<file path="src/hdl/lec_pkg.sv">
// Shared types, constants and arithmetic helpers for the level-set edge crossing block.
package lec_pkg;

    localparam int unsigned GRID_NX = 256;
    localparam int unsigned GRID_NY = 256;
    localparam int unsigned GRID_NZ = 256;

    // One quotient bit per divider stage; quotients stay below 2^33
    localparam int unsigned DIV_STEPS = 33;

    localparam logic [31:0] SAT_MAX = 32'h7FFF_FFFF;
    localparam logic [31:0] SAT_MIN = 32'h8000_0000;

    typedef enum logic [2:0] {
        CFG_ORIGIN_X  = 3'd0,
        CFG_ORIGIN_Y  = 3'd1,
        CFG_ORIGIN_Z  = 3'd2,
        CFG_SPACING_X = 3'd3,
        CFG_SPACING_Y = 3'd4,
        CFG_SPACING_Z = 3'd5
    } t_cfg_idx;

    typedef enum logic [1:0] {
        AXIS_X = 2'd0,
        AXIS_Y = 2'd1,
        AXIS_Z = 2'd2,
        AXIS_NONE = 2'd3
    } t_axis;

    typedef struct packed {
        logic [7:0]  cell_i;
        logic [7:0]  cell_j;
        logic [7:0]  cell_k;
        logic [1:0]  edge_axis;
        logic [31:0] level_here;
        logic [31:0] level_next;
        logic [31:0] grad_here_x;
        logic [31:0] grad_here_y;
        logic [31:0] grad_here_z;
        logic [31:0] grad_next_x;
        logic [31:0] grad_next_y;
        logic [31:0] grad_next_z;
    } t_in_item;

    typedef struct packed {
        logic [1:0]  face_axis;
        logic [7:0]  face_i;
        logic [7:0]  face_j;
        logic [7:0]  face_k;
        logic [31:0] cross_x;
        logic [31:0] cross_y;
        logic [31:0] cross_z;
        logic [31:0] normal_x;
        logic [31:0] normal_y;
        logic [31:0] normal_z;
    } t_out_item;

    typedef struct packed {
        logic [30:0] h_x;
        logic [30:0] h_y;
        logic [30:0] h_z;
    } t_spacing;

    // Partial remainder and shifting dividend/quotient word of one divider lane
    typedef struct packed {
        logic [33:0] rem;
        logic [32:0] word;
    } t_lane;

    // Sideband that travels with each item through the divider
    typedef struct packed {
        logic [1:0]        axis;
        logic [2:0][7:0]   face;
        logic [2:0][40:0]  base;
        logic [2:0][31:0]  gh;
        logic [2:0]        neg;
        logic [33:0]       div_c;
        logic [33:0]       div_n;
    } t_side;

    typedef struct packed {
        t_side            side;
        t_lane [3:0]      lane;   // lane 0 crossing, lanes 1..3 normal x/y/z
    } t_div;

    // One restoring step: bring in the next dividend bit, subtract if it fits
    function automatic t_lane div_step(t_lane x, logic [33:0] d);
        logic [34:0] t;
        logic [34:0] s;
        t_lane       y;
        t = {x.rem, x.word[32]};
        s = t - {1'b0, d};
        if (t >= {1'b0, d}) begin
            y.rem  = s[33:0];
            y.word = {x.word[31:0], 1'b1};
        end else begin
            y.rem  = t[33:0];
            y.word = {x.word[31:0], 1'b0};
        end
        return y;
    endfunction

    function automatic logic [31:0] sat32(logic [41:0] v);
        logic [31:0] r;
        if (!v[41] && (v[40:31] != 10'd0)) begin
            r = SAT_MAX;
        end else if (v[41] && (v[40:31] != 10'h3FF)) begin
            r = SAT_MIN;
        end else begin
            r = v[31:0];
        end
        return r;
    endfunction

endpackage

</file>
<file path="src/hdl/lec_back.sv">
// Back end: final sums, saturation and the output register with its stall control.
module lec_back import lec_pkg::*; (
    input  logic            i_clk,
    input  logic            i_rst_n,
    input  logic            i_valid,
    input  t_div            i_div,
    input  logic [2:0][31:0] i_origin,
    input  logic            i_ready,
    output logic            o_en,
    output logic            o_valid,
    output t_out_item       o_item
);

    logic      r_valid;
    t_out_item r_item, n_item;

    always_comb begin
        logic [2:0][31:0] cr, nr;
        logic [41:0]      sum;
        logic [34:0]      nsum;
        logic [32:0]      qc;
        qc = i_div.lane[0].word;
        for (int a = 0; a < 3; a++) begin
            sum = {{10{i_origin[a][31]}}, i_origin[a]} + {1'b0, i_div.side.base[a]}
                  + ((i_div.side.axis == 2'(a)) ? {9'd0, qc} : 42'd0);
            cr[a] = sat32(sum);
            nsum = i_div.side.neg[a]
                   ? ({{3{i_div.side.gh[a][31]}}, i_div.side.gh[a]}
                      - {2'b00, i_div.lane[a+1].word})
                   : ({{3{i_div.side.gh[a][31]}}, i_div.side.gh[a]}
                      + {2'b00, i_div.lane[a+1].word});
            nr[a] = sat32({{7{nsum[34]}}, nsum});
        end
        n_item.face_axis = i_div.side.axis;
        n_item.face_i    = i_div.side.face[0];
        n_item.face_j    = i_div.side.face[1];
        n_item.face_k    = i_div.side.face[2];
        n_item.cross_x   = cr[0];
        n_item.cross_y   = cr[1];
        n_item.cross_z   = cr[2];
        n_item.normal_x  = nr[0];
        n_item.normal_y  = nr[1];
        n_item.normal_z  = nr[2];
    end

    // advance the whole pipe unless a held result is still waiting
    assign o_en = !r_valid || i_ready;

    always_ff @(posedge i_clk) begin
        if (!i_rst_n) begin
            r_valid <= 1'b0;
        end else if (o_en) begin
            r_valid <= i_valid;
        end
    end

    always_ff @(posedge i_clk) begin
        if (o_en) begin
            r_item <= n_item;
        end
    end

    assign o_valid = r_valid;
    assign o_item  = r_item;

endmodule

</file>
<file path="config.mk">
export PLATFORM = sky130hd
export DESIGN_NAME = lec_back
export DESIGN_NICKNAME = d
export VERILOG_FILES = /design/src/hdl/lec_pkg.sv /design/src/hdl/lec_back.sv
export SDC_FILE = /design/constraint.sdc
export NUM_CORES = 1
export LEC_CHECK = 0
export BUFFER_PORTS_ARGS = -buffer_cell sky130_fd_sc_hd__clkbuf_2
export CORE_AREA = 2 2 347 349
export CTS_BUF_LIST = sky130_fd_sc_hd__clkbuf_8
export DETAILED_ROUTE_END_ITERATION = 6
export DIE_AREA = 0 0 349 351
export GPL_TIMING_DRIVEN = 0
export HOLD_SLACK_MARGIN = 0.15
export PLACE_DENSITY = 0.46
export SETUP_SLACK_MARGIN = 0.02
export SYNTH_ARGS = -nofsm -noshare
export SYNTH_HDL_FRONTEND = slang
export SYNTH_SLANG_ARGS = --single-unit
</file>
<file path="constraint.sdc">
create_clock -name i_clk -period 9 [get_ports i_clk]
set_input_delay 0.45 -clock i_clk [delete_from_list [all_inputs] [get_ports i_clk]]
set_output_delay 0.45 -clock i_clk [all_outputs]
set_load 0.03 [all_outputs]
</file>
# --- Word level (Yosys, flattened, before mapping) ---
# Cells that the tools add are included.
totals:
  register_bits: 219
  inputBits: 684
  output_inout_bits: 220
  wordCells: 70
op_classes:
  add_sub_neg: 12
  n_eq_ne: 8
  n_mux: 12
  n_reduce_logical: 27
ops:
  columns: ["operator", "count"]
  rows:
  - ["32-bit two-way mux", 6]
  - ["42-bit by 33-bit adder with 42-bit output", 3]
  - ["42-bit by 41-bit adder with 42-bit output", 3]
  - ["32-bit by 34-bit adder with 35-bit output", 3]
  - ["35-bit two-way mux", 3]
  - ["32-bit by 34-bit subtractor with 35-bit output", 3]
  - ["33-bit two-way mux", 3]
  - ["10-bit inequality test, second input constant", 6]
  - ["10-bit nonzero test", 6]
  - ["1-bit logical AND", 12]
  - ["1-bit zero test", 7]
  - ["2-bit by 1-bit equality test with 1-bit output, second input constant", 1]
  - ["2-bit equality test, second input constant", 1]
  - ["2-bit zero test", 1]
  - ["1-bit logical OR", 1]

# --- Longest topological paths before layout ---
# Gate-level depths: netlist of run 1.
depth:
  word_depth: 6
  depth_mapped: 22
  ltp_nobuf: 21

# --- Least setup slack after synthesis of run 1 ---
# Ideal clock, no wire load.
synth_timing:
  kind: "input to register"
  from: "input i_ready"
  to: "register r_valid (netlist: o_valid)"
  setup_time_ns: 0.400
  arrival_time_ns: 6.413
  required_time_ns: 8.600
  setup_slack_ns: 2.187
  cell_stages: 2
  n_path_buf: 0
  cell_sequence: "nand2b_1 -> a21boi_0"
synth_via:
  elab_chain_len: 1
synth_rtl:
  columns: ["element", "line", "source"]
  rows:
  - ["start: declaration", "lec_back.sv:8", "input logic i_ready,"]
  - ["1-bit logical OR", "lec_back.sv:47", "assign o_en = !r_valid || i_ready;"]
  - ["end signal: assignment", "lec_back.sv:53", "r_valid <= i_valid;"]
  - ["end: declaration", "lec_back.sv:14", "logic r_valid;"]
# No other way between the ends.
# A chain may end at the register's enable or synchronous reset.

# --- Worst setup path after layout of run 1 ---
layout_timing:
  from: "input i_div[582] in the netlist's numbering"
  to: "register r_item, in the netlist o_item[186] (data pin)"
layout_via:
  elab_chain_len: 6
  elab_cells_between_ends: 9
  cone_classes: "add/sub (1); eq/ne (1); mux (2); reduce/logical (5)"
layout_rtl:
  columns: ["element", "line", "source"]
  rows:
  - ["start: declaration", "lec_back.sv:6", "input t_div i_div,"]
  - ["2-bit zero test (*)", "lec_back.sv:25", "+ ((i_div.side.axis == 2'(a)) ? {9'd0, qc} : 42'd0);"]
  - ["33-bit two-way mux (*)", "lec_back.sv:25", null]
  - ["42-bit by 33-bit adder with 42-bit output (*)", "lec_back.sv:25", null]
  - ["10-bit inequality test", "lec_pkg.sv:107", "end else if (v[41] && (v[40:31] != 10'h3FF)) begin"]
  - ["1-bit logical AND", "lec_pkg.sv:107", null]
  - ["32-bit two-way mux", "lec_pkg.sv:107", null]
  - ["end signal: assignment", "lec_back.sv:59", "r_item <= n_item;"]
  - ["end: declaration", "lec_back.sv:15", "t_out_item r_item, n_item;"]
# Mark *: on every way between the ends. The rest lies on a longest branch, timed or not.

==> reports/results.ini, run 1 <==
[run_status]
status = completed

[worst_hold_path]
hp-start = i_div[403]
whs_endpoint = o_item[0]
min_path_cells = 4
hold_path_class = input port to flip-flop

[cells_and_area]
syn2layout_area_growth_pct = 27.8
register_area_um2 = 6570
final_cells = 5070
multiInputGateArea_um2 = 17300
nNetsFinal = 4515
drive_above_1_share_pct = 23.9
fillers = 13100

[power_and_ir_drop]
p_seq_share_pct = 25.7
switchingPower_mw = 2.91
p_clk_share_pct = 19.7
finalPower_mw = 6.17
leakagePower_nw = 13.9
p_sw_share_pct = 47.1
worst_ir_drop_vdd_mv = 0.125
powerDensity_nw_per_um2 = 196
combPwrFrac_pct = 54.6
p_int_mw = 3.27

[route]
detail_route.wl_per_cell_um = 23.3
drt_iter0_markers = 1357
post-route-drc-count = 0
vias_per_cell = 4.75
ant_nets = 0
first_pass_iters = 5
routed_wl_mm = 118
dr_total_vias = 24100

[logic_synthesis]
syn_area_um2 = 24700
synth_seq_cells = 219
yosys-top-cells-area = edfxtp_1 (27%), ha_1 (13%), fa_1 (8.5%)
ys.flop_type = edfxtp_1
netlist_instances = 2695
ys_seq_area_share_pct = 26.6
async_flop_share_pct = 0
ys_types = 97
ys_top_cells_by_count = a21oi_1 (274), ha_1 (249), edfxtp_1 (218)
avgSynthCellArea_um2 = 9.15
yosysTopAreaCell = edfxtp_1
yosys.cell_count.top_type = a21oi_1
syn-num-nets = 3733
synth_top_area_share_pct = 26.6
synth_edf_count = 218
yosysWarnings = 0

[die]
die_w_um = 349
die-area_um2 = 122000
core_um2 = 119000
io_pins = 904
start_util_pct = 20.7
die_h_um = 351
rows = 127

[placed_design]
port_buffers = 696
dpl.hpwl_mm = 103
place_congestion = 0.975
dp.cells = 4943

[timing]
hold_viol_final = 0
min_period_ps = 7190
min_period_over_period_pct = 79.9
clock_skew_ps = 30.4
rsz0062_at_grt = no
fmax_mhz = 139
drv_slew = 0
slew-limit-headroom_pct = 15.5
worstMarginPinSlew_ps = 1250
setup_viol = 0

[setup_path]
reg2reg_from = o_valid
rrSetupSlack_ps = 6970
reg2reg_to = o_item[153]
cp-end-kind = flip-flop
path_class = input port to flip-flop
rr_worst_depth = 4
cp.arrival_ps = 7570
crit_path_start_kind = input port
crit_fanout = 10
required_ps = 9380

[global_routing]
grt_util_met3_pct = 5.24
met1_usage_pct = 23.7
grt_pass1_wl_mm = 166
grt-ovfl-total = 0
grt-busiest-layer = met2
grt_max_degree = 63
grt_pass1_vias = 24100
antenna_found_initial = 51
grt_usage_pct = 18.6
grt_use_met2_pct = 30.8

[clock_network]
clk_latency_ps = 700
ctsResizeCount = 0
cts_tree = yes
path_clk_slew_ps = 60
ctsLongestPathBuffers = 3
cts_max_level = 2
numClockSinks = 219
cts-buffers-inserted = 50
root_buffer = clkbuf_8

[job]
maxCapViolCount = 0

-- sequential cells by signal (all words and copies together), names as in the netlist --
signal and count:
o_item 218, o_valid 1
-- worst max-delay path by stage --
| stage | from | endpoint | slack, ps | depth (start not counted) |
|---|---|---|---|---|
| 4_1_cts | i_div[582] | o_item[187] | 1710 | 20 |
| 6_report | i_div[582] | o_item[186] | 1810 | 20 |
| 5_1_grt | i_div[582] | o_item[186] | 1410 | 20 |
| 3_5_place_dp | i_div[582] | o_item[187] | 1570 | 19 |
| 2_1_floorplan | i_ready | o_valid | 2190 | 2 |
| 3_3_place_gp | i_ready | o_en | -1920 | 3 |
-- area by class of cell --
cell class                 instances  area share, %
multi-input combinational       2278           54.8
antenna                            9         0.0715
buffer                            92           1.35
clock inverter                    38          0.953
sequential                       219           20.8
tap                             1548           6.15
timing repair buffer             730           12.4
inverter                         106           1.26
clock buffer                      50           2.18
-- critical path: stages --
cell and delay (ps):
dlygate4sd3_1 570, clkbuf_2 180, nor2_1 460, clkbuf_1 770, and2_1 250, fa_1 420, ha_1 240, fa_1 490
a211oi_1 400, o21ai_0 200, a31oi_2 450, o41ai_1 210, o21ai_1 330, a21oi_2 140, a311o_1 420, a211oi_2 220
xnor2_1 220, o41a_1 420, clkbuf_1 510, o21ai_0 200
-- power by group through the flow --
stage | Combinational (mW) | Clock (mW) | Sequential, mW
after global placement | 3.38 | 0 | 1.63
after global routing | 3.67 | 1.31 | 1.62
final | 3.37 | 1.21 | 1.59
after floorplan | 1.60 | 0 | 2.19
after CTS | 3.40 | 1.28 | 1.59
after detailed placement | 3.37 | 0 | 1.61
-- through the flow --
step	utilization, %	cell area [µm²]	worst slack, ps	hold slack, ps	setup TNS [ps]
after floorplan	-	24700	2190	549	0
after global placement	25.3	30100	-1920	627	-235660
after detailed placement	25.4	30200	1570	629	0
after CTS	26.4	31500	1710	164	0
after global routing	26.5	31500	1410	240	0
final	26.5	31500	1810	259	0
-- logic make-up (layout without fill, tap and decap cells) --
kind of cell    after synthesis  in the layout  synth area share [%]
compound gates              927            927                  23.7
xor+xnor                    295            295                  10.5
fa+ha+maj                   354            354                  21.2
buf+inv                     198           1016                  3.34
flops                       219            219                  26.6
mux                           4              4                 0.162
other cells                   0              9                     0
simple gates                698            698                  14.5
-- what timing repair did --
item / CTS / global route
setup buffers: 0 / 0
hold buffers: 30 / 0
hold endpoints to repair: 28 / 0
-- metal layers --
layer  share of wire (%)  wire length [µm]
met1                  43             50600
met2                  46             53900
met3                 8.6             10100
met4                 2.7              3170
met5                0.24               289
-- cells in the final DEF (no fill, tap or decap), drive strengths merged, types with 13 or more instances in the layout --
cell type / count
a31oi: 30
o211ai: 15
a211oi: 27
a221oi: 14
nand2: 145
o31ai: 15
xor2: 108
o21bai: 34
a21o: 112
buf: 39
and3: 23
nor2b: 34
xnor2: 187
or3: 13
nand4: 29
inv: 118
ha: 249
nand2b: 21
o21ai: 258
dlygate4sd3: 30
a21oi: 277
nor2: 162
nor3: 60
nor4: 14
clkbuf: 803
nand3: 47
o21a: 61
edfxtp: 218
fa: 105
clkinv: 20
and2: 111
No activity file was read; power rests on OpenSTA's default activity.
==> run 2: changes to the inputs <==
PLACE_DENSITY = 0.48   (was 0.46)
clock period = 6.1 ns   (was 9 ns; I/O delays follow)
==> reports/results.ini, run 2 (synthesis gave the netlist of run 1 again) <==
[placed_design]
port_buffers = 696  ; unchanged
dp.cells = 4943  ; unchanged
pre_cts_ws_ps = -1500  ; -3070 ps
dpl.hpwl_mm = 100  ; -2.8%
place_area_um2 = 30200  ; unchanged
place_congestion = 0.978  ; +0.31%

[route]
drt_iter0_markers = 1479  ; +9.0%
detail_route.wl_per_cell_um = 22.5  ; -3.2%
dr_total_vias = 23900  ; -0.78%
routed_wl_mm = 115  ; -2.8%
first_pass_iters = 7  ; +2
vias_per_cell = 4.69  ; -1.2%
ant_nets = 0  ; unchanged
post-route-drc-count = 0  ; unchanged

[global_routing]
grt_pass1_vias = 23900  ; -1.1%
antenna_found_initial = 57  ; +12%
grt-ovfl-total = 0  ; unchanged
grt_max_degree = 66  ; +4.8%
grt_pass1_wl_mm = 161  ; -2.7%
grt_usage_pct = 18.0  ; -0.57 points

[setup_path]
crit_fanout = 10  ; unchanged
slowest_stage = o311ai_1
cp-end-kind = flip-flop
path_cells = clkbuf_2, or3_1, nor3_1, nand3b_1, nor2_1, a21oi_1, xnor2_1, ha_1, a21o_1, a21o_1, a221oi_1, o2111ai_1, a221oi_1, o31ai_1, a311oi_1, xnor2_1, o311ai_1, buf_2, o21ai_0
crit_path_start_kind = input port
rrSetupSlack_ps = 3730  ; -3240 ps
path_class = input port to flip-flop
cp.arrival_ps = 6200  ; -1370 ps
reg2reg_to = o_item[149]
reg2reg_from = o_valid
max_stage_delay_ps = 720  ; -50 ps
rr_worst_depth = 5  ; +1
required_ps = 6490  ; -2890 ps

[cells_and_area]
fin_area_um2 = 31700  ; +0.66%
largest_register_ffs = 218  ; unchanged
syn2layout_area_growth_pct = 28.6
drive_above_1_share_pct = 24.1  ; +0.21 points
final_cell_mix = clkbuf_2 (700), a21oi_1 (274), ha_1 (249), edfxtp_1 (218), o21ai_0 (212)
nNetsFinal = 4528  ; +0.29%
final_cells = 5093  ; +0.45%
final_common_cell = clkbuf_2

[power_and_ir_drop]
p_seq_share_pct = 25.7  ; about the same
p_int_mw = 4.82  ; +48%
finalPower_mw = 9.09  ; +47%
powerDensity_nw_per_um2 = 287  ; +46%
worst_ir_drop_vdd_mv = 0.155  ; +24%
switchingPower_mw = 4.27  ; +47%
leakagePower_nw = 14.0  ; +0.57%
p_sw_share_pct = 47.0  ; -0.086 points
p_clk_share_pct = 19.3  ; -0.4 points
combPwrFrac_pct = 55.0  ; +0.4 points

[die]
start_util_pct = 20.7  ; unchanged
die-area_um2 = 122000  ; unchanged
io_pins = 904  ; unchanged
die_w_um = 349  ; unchanged
core_um2 = 119000  ; unchanged
rows = 127  ; unchanged
die_h_um = 351  ; unchanged

[clock_network]
path_clk_slew_ps = 60  ; about the same
numClockSinks = 219  ; unchanged
cts_max_level = 2  ; unchanged
cts_tree = yes
root_buffer = clkbuf_8
ctsLongestPathBuffers = 3  ; unchanged
clk_latency_ps = 670  ; -30 ps
cts-buffers-inserted = 47  ; -6.0%

[timing]
holdWs_ps = 251  ; -7.65 ps
min_period_ps = 5810
fmax_mhz = 172
rsz0062_at_grt = no
setup_viol = 0  ; unchanged
clock_skew_ps = 41.8  ; +11.5 ps
min_period_over_period_pct = 95.2
worstMarginPinSlew_ps = 915  ; -335 ps
slew-limit-headroom_pct = 38.6  ; +23 points
hold_viol_final = 0  ; unchanged
postLayoutSetupSlackWorst_ps = 292  ; -1510 ps
drv_slew = 0  ; unchanged

[run_status]
status = completed

[worst_hold_path]
whs_endpoint = o_item[80]
hold_path_class = input port to flip-flop
min_path_cells = 4  ; unchanged
hp-start = i_div[355]

[job]
maxCapViolCount = 0  ; unchanged

==> run 2: changes by cell type in the layout (fill, tap and decap cells not counted), moves of 2 or more <==
cell           before  now
clkinv_1           12    9
clkbuf_2          697  700
clkbuf_1           56   52
diode_2             9   17
clkinvlp_4          1    3
dlygate4sd3_1      30   45
==> run 2: final cells by class <==
type                    count  area [µm²]
diodes                     17        42.5
flip-flops and latches    219        6570
repair buffers            746        4050
clock inverters            38         308
well taps                1548        1940
fillers                 13000       87300
clock buffers              49         674
inverters                 106         398
plain buffers              92         434
multi-input cells        2278       17300
==> run 2: worst max path at each step <==
stage                          start          end  slack (ps)  cells past startpoint
final                      i_div[71]   o_item[76]         290                     19
after global routing       i_div[71]   o_item[91]          20                     19
after CTS                 i_div[583]  o_item[184]          60                     19
after detailed placement  i_div[583]  o_item[184]       -1500                     19
after global placement    i_div[582]  o_item[184]       -1580                     19
after floorplan           i_div[582]  o_item[149]        1210                     18
==> run 2: stage by stage <==
stage	TNS [ps]	utilization (%)
after floorplan	0	-
after global placement	-66580	25.3
after detailed placement	-63560	25.4
after CTS	0	26.6
after global routing	0	26.6
final	0	26.6
==> run 2: power by group through the flow <==
| stage | sequential [mW] | clock, mW | combinational, mW |
|---|---|---|---|
| 3_5_place_dp | 2.37 | 0 | 4.99 |
| 4_1_cts | 2.34 | 1.85 | 5.04 |
| 3_3_place_gp | 2.38 | 0 | 4.99 |
| 6_report | 2.34 | 1.75 | 5.00 |
| 2_1_floorplan | 3.22 | 0 | 2.35 |
| 5_1_grt | 2.37 | 1.91 | 5.44 |
==> run 2: layer usage <==
metal	global-route usage [%]	vias to the layer above	routed length (µm)	part of all wire, %
li1	-	11600	-	-
met1	23.1	11300	49500	43
met2	29.4	841	52100	45
met3	5.34	162	9700	8.5
met4	5.06	54	3110	2.7
met5	0	-	351	0.31
==> run 2: critical path: cells and delay by family <==
family,cells,cell delay [ps]
fa+ha+maj,1,350
buf+inv,2,490
xor+xnor,2,290
simple gates,4,1410
compound gates,10,3330
==> run 2: repair_timing <==
item | CTS | global route
hold endpoints to repair | 40 | 0
setup buffers | 0 | 1
gates cloned | 0 | 0
setup endpoints to repair | 31 | 27
gates resized for setup | 6 | 6
hold buffers | 45 | 0
